--- src/hw/rtl/ald_div.sv ---
// Restoring divider, one quotient bit per cycle, for the line slope.
// Depends on nothing; instantiated by antialiased_line_drawer.
module ald_div #(
  parameter int W = 21
) (
  input  logic         clk,
  input  logic         rst,
  input  logic         start,
  input  logic [W-1:0] dividend,
  input  logic [4:0]   divisor,
  output logic         done,
  output logic [W-1:0] quot
);

  localparam int CW = (W > 1) ? $clog2(W) : 1;

  logic [W-1:0]  dq;
  logic [4:0]    rem;
  logic [CW-1:0] cnt;
  logic          run;
  logic [5:0]    rem_sh;
  logic [5:0]    diff;
  logic          ge;

  assign rem_sh = {rem, dq[W-1]};
  assign ge     = rem_sh >= {1'b0, divisor};
  assign diff   = rem_sh - {1'b0, divisor};
  assign quot   = dq;

  always_ff @(posedge clk) begin
    if (rst) begin
      run  <= 1'b0;
      done <= 1'b0;
      cnt  <= '0;
    end else begin
      done <= 1'b0;
      if (start) begin
        run <= 1'b1;
        cnt <= '0;
      end else if (run) begin
        cnt <= cnt + 1'b1;
        if (cnt == CW'(W-1)) begin
          run  <= 1'b0;
          done <= 1'b1;
        end
      end
    end
  end

  always_ff @(posedge clk) begin
    if (start) begin
      dq  <= dividend;
      rem <= '0;
    end else if (run) begin
      dq  <= {dq[W-2:0], ge};
      rem <= ge ? diff[4:0] : rem_sh[4:0];
    end
  end

endmodule

--- config.mk ---
export PLATFORM = sky130hd
export DESIGN_NAME = ald_div
export DESIGN_NICKNAME = d
export VERILOG_FILES = /design/src/hw/rtl/ald_div.sv
export SDC_FILE = /design/constraint.sdc
export NUM_CORES = 1
export LEC_CHECK = 0
export BUFFER_PORTS_ARGS = -buffer_cell sky130_fd_sc_hd__buf_2
export CAP_MARGIN = 20
export CORE_MARGIN = 5
export CORE_UTILIZATION = 25
export CTS_BUF_LIST = sky130_fd_sc_hd__clkbuf_8 sky130_fd_sc_hd__clkbuf_16
export DETAILED_ROUTE_END_ITERATION = 10
export GPL_TIMING_DRIVEN = 0
export PLACE_DENSITY_LB_ADDON = 0.05
export SKIP_CTS_REPAIR_TIMING = 1
export SLEW_MARGIN = 25
export SYNTH_ARGS = -nofsm -noshare
export SYNTH_HDL_FRONTEND = slang
export SYNTH_SLANG_ARGS = --single-unit
--- constraint.sdc ---
create_clock -name clk -period 3.5 [get_ports clk]
set_clock_uncertainty 0.15 [all_clocks]
set_input_delay 0.35 -clock clk [delete_from_list [all_inputs] [get_ports clk]]
set_output_delay 0.35 -clock clk [all_outputs]
set_load 0.005 [all_outputs]
==> metrics.csv, run 1 <==
metric;value;unit
Antenna Nets Post-Route;0;
number of port buffers;49;
Synth Flop Type;edfxtp_1;
asr flop ratio synth;0;%
Num CTS Buffers;5;
reg-to-reg slack, setup;1.08;ns
fin area;2050;um^2
total I/O pin count;51;
Placed Instances;259;
Final Hold Vio Count;0;
period utilization;69.1;%
worst hold slack;0.0935;ns
most frequent cells in the layout;buf_2, edfxtp_1, mux2_2;
via/cell ratio;4.65;
vias in the first global route;1292;
level count of the clock H-tree;2;
CORE AREA;6350;um^2
Setup TNS;0;ns
clock root cell;clkbuf_8;
DP Area;1960;um^2
gr ovfl total;0;
RSZ-0062 raised after global routing;false;
Fmax achieved;0.413;GHz
count of cell types in the netlist;37;
max-cap check violation count;0;
diode count;0;
Synth Area per Inst;12.2;um^2
Yosys warning total;0;
EDFF count, synth;21;
Setup violations, final;0;
final slew viol count;0;
Die Area;8200;um^2
largest net degree at the start of global routing;22;
drt pass-1 iters;4;
via count;1242;
layout cells sized above 1;41.6;%
Die Ht;90.6;um
Synth area leader;edfxtp_1;
clock slew seen by the registers of the worst setup and hold paths;0.07;ns
post-synth top area share;38.9;%
Worst Hold Depth;2;
first-pass GRT wire length;6050;um
Tot GR Track Use;9.29;%
DRC;0;
Worst Path Arrival;2.46;ns
reg2reg end;rem[2];
P per Cell Area;442;nW/um^2
DP HPWL;2810;um
maximum VDD drop;153;uV
Core Rows;29;
Slew @ Worst Pin;0.933;ns
commonest non-fill, non-tap cell in the layout;buf_2;
Final #Nets;226;
post-synthesis sequential area ratio;53.7;%
Max Buffers Root-to-Sink;2;
clock insertion delay at the later pin of the skew report;0.28;ns
#FFs+latches synth;33;
Tmin final;2.42;ns
Worst Hold Class;input port to flop;
crit path from;quot[20];
fin cells;267;
crit end category;flop;
worst flop-to-flop path startpoint;quot[20];
post-synthesis cell area;1620;um^2
CTS tree;yes;
status;finished, final reports clean;
final design utilization;32.2;%
initial antenna violation count;0;
CP Max Fanout;3;
GPL Wtd Cong;0.703;
Total Wirelength;3740;um
Iteration-0 DRC Markers;40;
wire length per cell;14.0;um
Mapped Cells;133;
Syn Nets;170;
worst setup path end;rem[2];
Die Wd;90.6;um
CTS Sinks;33;
Synth area leaders;edfxtp_1, dfxtp_1, mux2_2;
synth-to-layout area growth;26.1;%
CP Launch Type;flop;
leak pwr;0.876;nW
CP Class;flop to flop;
Reg2Reg Depth;8;
relative slew slack;37.6;%
Initial Util;25.6;%
Worst EP required;3.54;ns
-- metrics by stage --
step	power (W)	setup slack, ns
after floorplan	0.000577	1.21
after global placement	0.000644	1.12
after global routing	0.000963	0.960
after detailed placement	0.000645	1.08
final	0.000905	1.08
after CTS	0.000927	1.06
-- worst max-delay path: stages, from the launching register on --
cell and delay (ns):
edfxtp_1 0.41, inv_1 0.07, ha_1 0.15, inv_1 0.05, fa_1 0.43, a211o_1 0.30, o211a_1 0.16, or4_1 0.51
o311ai_1 0.10
-- how the worst min path moves through the flow --
| stage | from | slack, ns | endpoint |
|---|---|---|---|
| finish | rst | 0.09 | run |
| global route | rst | 0.09 | run |
| CTS | rst | 0.08 | run |
| detailed placement | cnt[4] | 0.37 | cnt[4] |
| global placement | cnt[4] | 0.36 | cnt[4] |
| floorplan | rst | 0.27 | run |
-- cells in the mapped netlist (all sizes together), types with 2 or more instances --
library cell   n
edfxtp        21
mux2          20
dfxtp         12
nor2          11
inv           10
ha             7
a21oi          5
nand2          5
a211o          3
buf            3
nand3          3
xnor2          3
xor2           3
a211oi         2
a311oi         2
and3           2
clkbuf         2
nand4          2
-- registers in the layout, indices dropped and copies added (netlist names) --
register  flops
done          1
quot         21
cnt           5
run           1
rem           5
-- layer usage --
layer	track usage [%]	vias to the layer above	wire, um
li1	-	603	-
met1	10.5	595	1660
met2	15.4	37	1760
met3	3.67	7	258
met4	4.09	0	70
met5	0	-	0
-- kinds of logic (layout without fill, tap and decap cells) --
| kind of cell | count (synthesis) | after routing | share of synthesized area (%) |
|---|---|---|---|
| fa+ha+maj | 8 | 8 | 6.63 |
| mux | 21 | 21 | 14.5 |
| flops | 33 | 33 | 53.7 |
| compound gates | 20 | 20 | 9.02 |
| xor+xnor | 6 | 6 | 3.24 |
| buf+inv | 15 | 72 | 3.55 |
| simple gates | 30 | 30 | 9.41 |
-- power by group --
part,internal [W],switching (W),total [W]
clock,0.000134,0.000136,0.000270
sequential,0.000455,0.0000201,0.000475
combinational,0.0000814,0.0000783,0.000160
-- final cells by class --
class | instances | area [um^2]
Tap cell | 77 | 96.3
Timing Repair Buffer | 49 | 245
Multi-Input combinational cell | 85 | 694
Inverter | 10 | 37.5
Clock buffer | 5 | 68.8
Buffer | 5 | 20.0
Clock inverter | 3 | 12.5
Fill cell | 659 | 4300
Sequential cell | 33 | 871
Power figures use the tool's default switching activity.
==> inputs of run 2 (changes only) <==
- clock period: 3.5 -> 2.2 ns (I/O delays scaled with it)
==> run 2 against run 1 <==
Net effect: the run now ends with setup timing left; cell count increased by 0.75%; register-to-register slack got worse by 1.2 ns; combinational power up 64%; cell area is 1.8% higher; sequential power grew 59%; sequential share of layout area fell by 0.74 points; hold slack worse by 0.0044 ns; critical path depth grew 1; count of clock-buffer cells in the layout did not move; global-route usage shrank 0.21 points; routed wire length down 0.51%; largest cell class unchanged.
==> metrics.csv, run 2 (synthesis gave the netlist of run 1 again) <==
metric;value;unit;change
clock root cell;clkbuf_8;;
Iteration-0 DRC Markers;43;;+7.5%
DRC;0;;unchanged
total I/O pin count;51;;unchanged
GPL Wtd Cong;0.786;;+12%
Slew @ Worst Pin;0.908;ns;-0.0251 ns
initial antenna violation count;0;;unchanged
relative slew slack;39.3;%;+1.7 points
via count;1194;;-3.9%
Fmax achieved;0.433;GHz;+4.7%
via/cell ratio;4.44;;-4.6%
Die Area;8200;um^2;unchanged
diode count;0;;unchanged
maximum VDD drop;306;uV;+100%
Tmin final;2.31;ns;-0.108 ns
reg-to-reg slack, setup;-0.11;ns;-1.19 ns
most frequent cells in the layout;buf_2, edfxtp_1, mux2_2;;
DP Worst Slack;-0.168;ns;-1.24 ns
CTS tree;yes;;
Worst Hold Class;input port to flop;;
CP Max Fanout;5;;+2
Tot GR Track Use;9.08;%;-0.21 points
Setup violations, final;4;;+4
Max Buffers Root-to-Sink;2;;unchanged
largest net degree at the start of global routing;22;;unchanged
P per Cell Area;697;nW/um^2;+57%
Worst path max stage delay;0.43;ns;-0.08 ns
max reg flops;21;;unchanged
status;finished with violations;;
first-pass GRT wire length;6030;um;-0.35%
CP Class;flop to flop;;
Final #Nets;228;;+0.88%
commonest non-fill, non-tap cell in the layout;buf_2;;
vias in the first global route;1261;;-2.4%
level count of the clock H-tree;2;;unchanged
failing checks;setup timing;;
Worst EP required;2.17;ns;-1.37 ns
Setup WS post-layout;-0.112;ns;-1.19 ns
layout cells sized above 1;45.3;%;+3.7 points
Antenna Nets Post-Route;0;;unchanged
clock insertion delay at the later pin of the skew report;0.28;ns;about the same
wire length per cell;13.8;um;-1.2%
number of port buffers;49;;unchanged
Die Wd;90.6;um;unchanged
Final Hold Vio Count;0;;unchanged
max-cap check violation count;0;;unchanged
Worst Path Arrival;2.29;ns;-0.17 ns
Reg2Reg Depth;9;;+1
CP Launch Type;flop;;
final slew viol count;0;;unchanged
Total Wirelength;3720;um;-0.51%
CORE AREA;6350;um^2;unchanged
clock slew seen by the registers of the worst setup and hold paths;0.07;ns;about the same
gr ovfl total;0;;unchanged
leak pwr;0.890;nW;+1.6%
Placed Instances;259;;unchanged
Worst Hold Depth;2;;unchanged
Initial Util;25.6;%;unchanged
crit end category;flop;;
DP HPWL;2790;um;-0.75%
Num CTS Buffers;5;;unchanged
RSZ-0062 raised after global routing;true;;
Pwr Total;0.00145;W;+60%
Core Rows;29;;unchanged
synth-to-layout area growth;28.3;%;
period utilization;105;%;+36 points
worst hold slack;0.0892;ns;-0.00436 ns
fin cells;269;;+0.75%
drt pass-1 iters;4;;unchanged
CP max-delay cell;edfxtp_1;;
final design utilization;32.8;%;+0.57 points
fillcell total;641;;-2.7%
Cell Chain, Critical Path;inv_1 > ha_2 > inv_2 > fa_2 > a211o_1 > o211ai_1 > buf_4 > a21o_1 > a311oi_2;;
Die Ht;90.6;um;unchanged
CTS Sinks;33;;unchanged
[run 2: per-layer routing]
| layer | track usage, % | part of all wire, % |
|---|---|---|
| met5 | 0 | 0 |
| met3 | 3.17 | 5.1 |
| met2 | 14.5 | 48 |
| met4 | 2.98 | 0.62 |
| met1 | 11.4 | 46 |
[run 2: worst paths after layout]
kind                                   from  endpoint
worst max-delay path               quot[20]    rem[0]
worst min-delay path            dividend[7]   quot[7]
worst max register to register     quot[20]    rem[0]
worst min register to register       cnt[4]    cnt[4]
[run 2: power breakdown]
group          switching (W)  total, W  internal (W)
clock network       0.000216  0.000430      0.000214
registers          0.0000330  0.000757      0.000724
logic               0.000127  0.000263      0.000136
total               0.000376   0.00145       0.00107
[run 2: critical path, delay by kind of cell, from the launching register on]
family	cells	cell delay, ns
buffers and inverters	3	0.32
AOI/OAI and AO/OA	4	0.73
DFF	1	0.43
adders and majority gates	2	0.54
[run 2: cell type report]
cell class                      count  area [um^2]  share of cell area, %
Sequential cell                    33          871                   41.8
Multi-Input combinational cell     85          712                   34.2
Timing Repair Buffer               51          263                   12.6
Tap cell                           77         96.3                   4.63
Clock buffer                        5         68.8                   3.31
Inverter                           10         37.5                   1.80
Buffer                              5         20.0                  0.962
Clock inverter                      3         13.8                  0.661
[run 2: stage by stage]
step           setup TNS [ns]  cell area [um^2]
2_1_floorplan         -0.0191              1630
3_3_place_gp           -0.547              1970
3_5_place_dp           -0.744              1970
4_1_cts                -0.896              2050
5_1_grt                -0.832              2080
6_report               -0.338              2080
==> inputs of run 3 (changes only) <==
- PLACE_DENSITY_LB_ADDON: 0.05 -> not set
==> run 3 against run 2 <==
Net effect: the run still ends with setup timing left; global-route usage fell by 0.44 points; total power rose by 7.7%; routed wire length fell by 4.4%; hold slack got worse by 0.0066 ns; largest cell class unchanged; largest power group unchanged; highest routed layer unchanged.
==> metrics.csv, run 3 (synthesis gave the netlist of run 1 again) <==
metric;value;unit;change
status;finished with violations;;
failing checks;setup timing;;
Final #Nets;230;;+0.88%
Worst Path Arrival;2.32;ns;+0.03 ns
maximum VDD drop;328;uV;+7.0%
wire length per cell;13.1;um;-5.1%
Iteration-0 DRC Markers;32;;-26%
Initial Util;25.6;%;unchanged
Tmin final;2.27;ns;-0.0398 ns
level count of the clock H-tree;2;;unchanged
GPL Wtd Cong;0.856;;+9.0%
GRT met2 Usage;13.1;%;-1.5 points
largest net degree at the start of global routing;22;;unchanged
grt met3 use;3.75;%;+0.58 points
final slew viol count;0;;unchanged
Num CTS Buffers;5;;unchanged
CP Class;flop to flop;;
DP HPWL;2640;um;-5.3%
total I/O pin count;51;;unchanged
Die Ht;90.6;um;unchanged
CTS Sinks;33;;unchanged
DRC;0;;unchanged
vias in the first global route;1194;;-5.3%
number of port buffers;49;;unchanged
synth-to-layout area growth;31.6;%;
leak pwr;0.912;nW;+2.5%
Fmax achieved;0.440;GHz;+1.8%
met1 global-route usage;10.9;%;-0.43 points
Setup WS post-layout;-0.0723;ns;+0.0398 ns
Die Wd;90.6;um;unchanged
gr ovfl total;0;;unchanged
Die Area;8200;um^2;unchanged
CORE AREA;6350;um^2;unchanged
CP Max Fanout;3;;-2
CP Launch Type;flop;;
reg-to-reg slack, setup;-0.07;ns;+0.04 ns
Cell Chain, Critical Path;inv_1 > ha_2 > inv_2 > fa_2 > a211o_1 > o211a_1 > or4_4 > o311ai_2;;
area of the multi-input gates;724;um^2;+1.8%
Max Buffers Root-to-Sink;2;;unchanged
Tot GR Track Use;8.64;%;-0.44 points
Register Area;871;um^2;unchanged
commonest non-fill, non-tap cell in the layout;buf_2;;
via count;1211;;+1.4%
GR peak layer;met2;;
CTS tree;yes;;
fin area;2140;um^2;+2.6%
crit end category;flop;;
period utilization;103;%;-1.8 points
DP Area;1970;um^2;unchanged
first-pass GRT wire length;5710;um;-5.3%
Final Hold Vio Count;0;;unchanged
RSZ-0062 raised after global routing;true;;
Slew @ Worst Pin;0.938;ns;+0.0301 ns
Antenna Nets Post-Route;0;;unchanged
P per Cell Area;731;nW/um^2;+5.0%
most frequent cells in the layout;buf_2, edfxtp_1, mux2_2;;
relative slew slack;37.3;%;-2.0 points
Pwr Total;0.00156;W;+7.7%
Worst Hold Class;input port to flop;;
drt pass-1 iters;4;;unchanged
layout cells sized above 1;46.9;%;+1.6 points
worst hold slack;0.0826;ns;-0.00659 ns
max reg flops;21;;unchanged
Total Wirelength;3560;um;-4.4%
CP max-delay cell;or4_4;;
initial antenna violation count;0;;unchanged
Setup violations, final;2;;-2
clock insertion delay at the later pin of the skew report;0.29;ns;about the same
clock slew seen by the registers of the worst setup and hold paths;0.08;ns;about the same
fillcell total;645;;+0.62%
Worst path max stage delay;0.43;ns;about the same
Placed Instances;259;;unchanged
max-cap check violation count;0;;unchanged
Worst EP required;2.25;ns;+0.08 ns
clock root cell;clkbuf_8;;
Core Rows;29;;unchanged
diode count;0;;unchanged
via/cell ratio;4.47;;+0.68%
fin cells;271;;+0.74%
==> run 3: cell type report <==
class                           count  share of cell area (%)
Buffer                              5                   0.937
Clock buffer                        6                    4.39
Clock inverter                      2                   0.703
Inverter                           10                    1.76
Multi-Input combinational cell     85                    33.9
Sequential cell                    33                    40.8
Tap cell                           77                    4.51
Timing Repair Buffer               53                    13.0
==> run 3: final timing paths <==
kind / start / to / cells after the start
max: quot[20] / rem[2] / 8
min: dividend[12] / quot[12] / 2
max reg2reg: quot[20] / rem[2] / 8
min reg2reg: cnt[4] / cnt[4] / 2
==> run 3: where the power goes <==
group          switching [W]  internal, W
Combinational       0.000130     0.000143
Sequential         0.0000313     0.000723
Clock               0.000240     0.000294
Total               0.000402      0.00116
==> run 3: critical path: cells and delay by family, from the launching register on <==
family,cells,cell delay [ns]
buffers and inverters,2,0.12
adder cells (fa/ha/maj),2,0.53
AND/OR/NAND/NOR,1,0.43
flip-flops,1,0.41
AO/OA/AOI/OAI,3,0.54
==> run 3: stage by stage <==
step / TNS [ns] / utilization [%] / setup WS [ns]
finish: -0.0813 / 33.6 / -0.0723
floorplan: -0.0191 / - / -0.0191
CTS: -0.589 / 32.7 / -0.154
detailed placement: -0.475 / 31.0 / -0.127
global placement: -0.492 / 31.0 / -0.131
global route: -0.540 / 33.6 / -0.159
==> run 3: metal layers <==
layer / vias to the layer above / part of all wire, %
li1: 609 / -
met1: 556 / 47
met2: 39 / 44
met3: 7 / 7.6
met4: 0 / 1.3
met5: - / 0
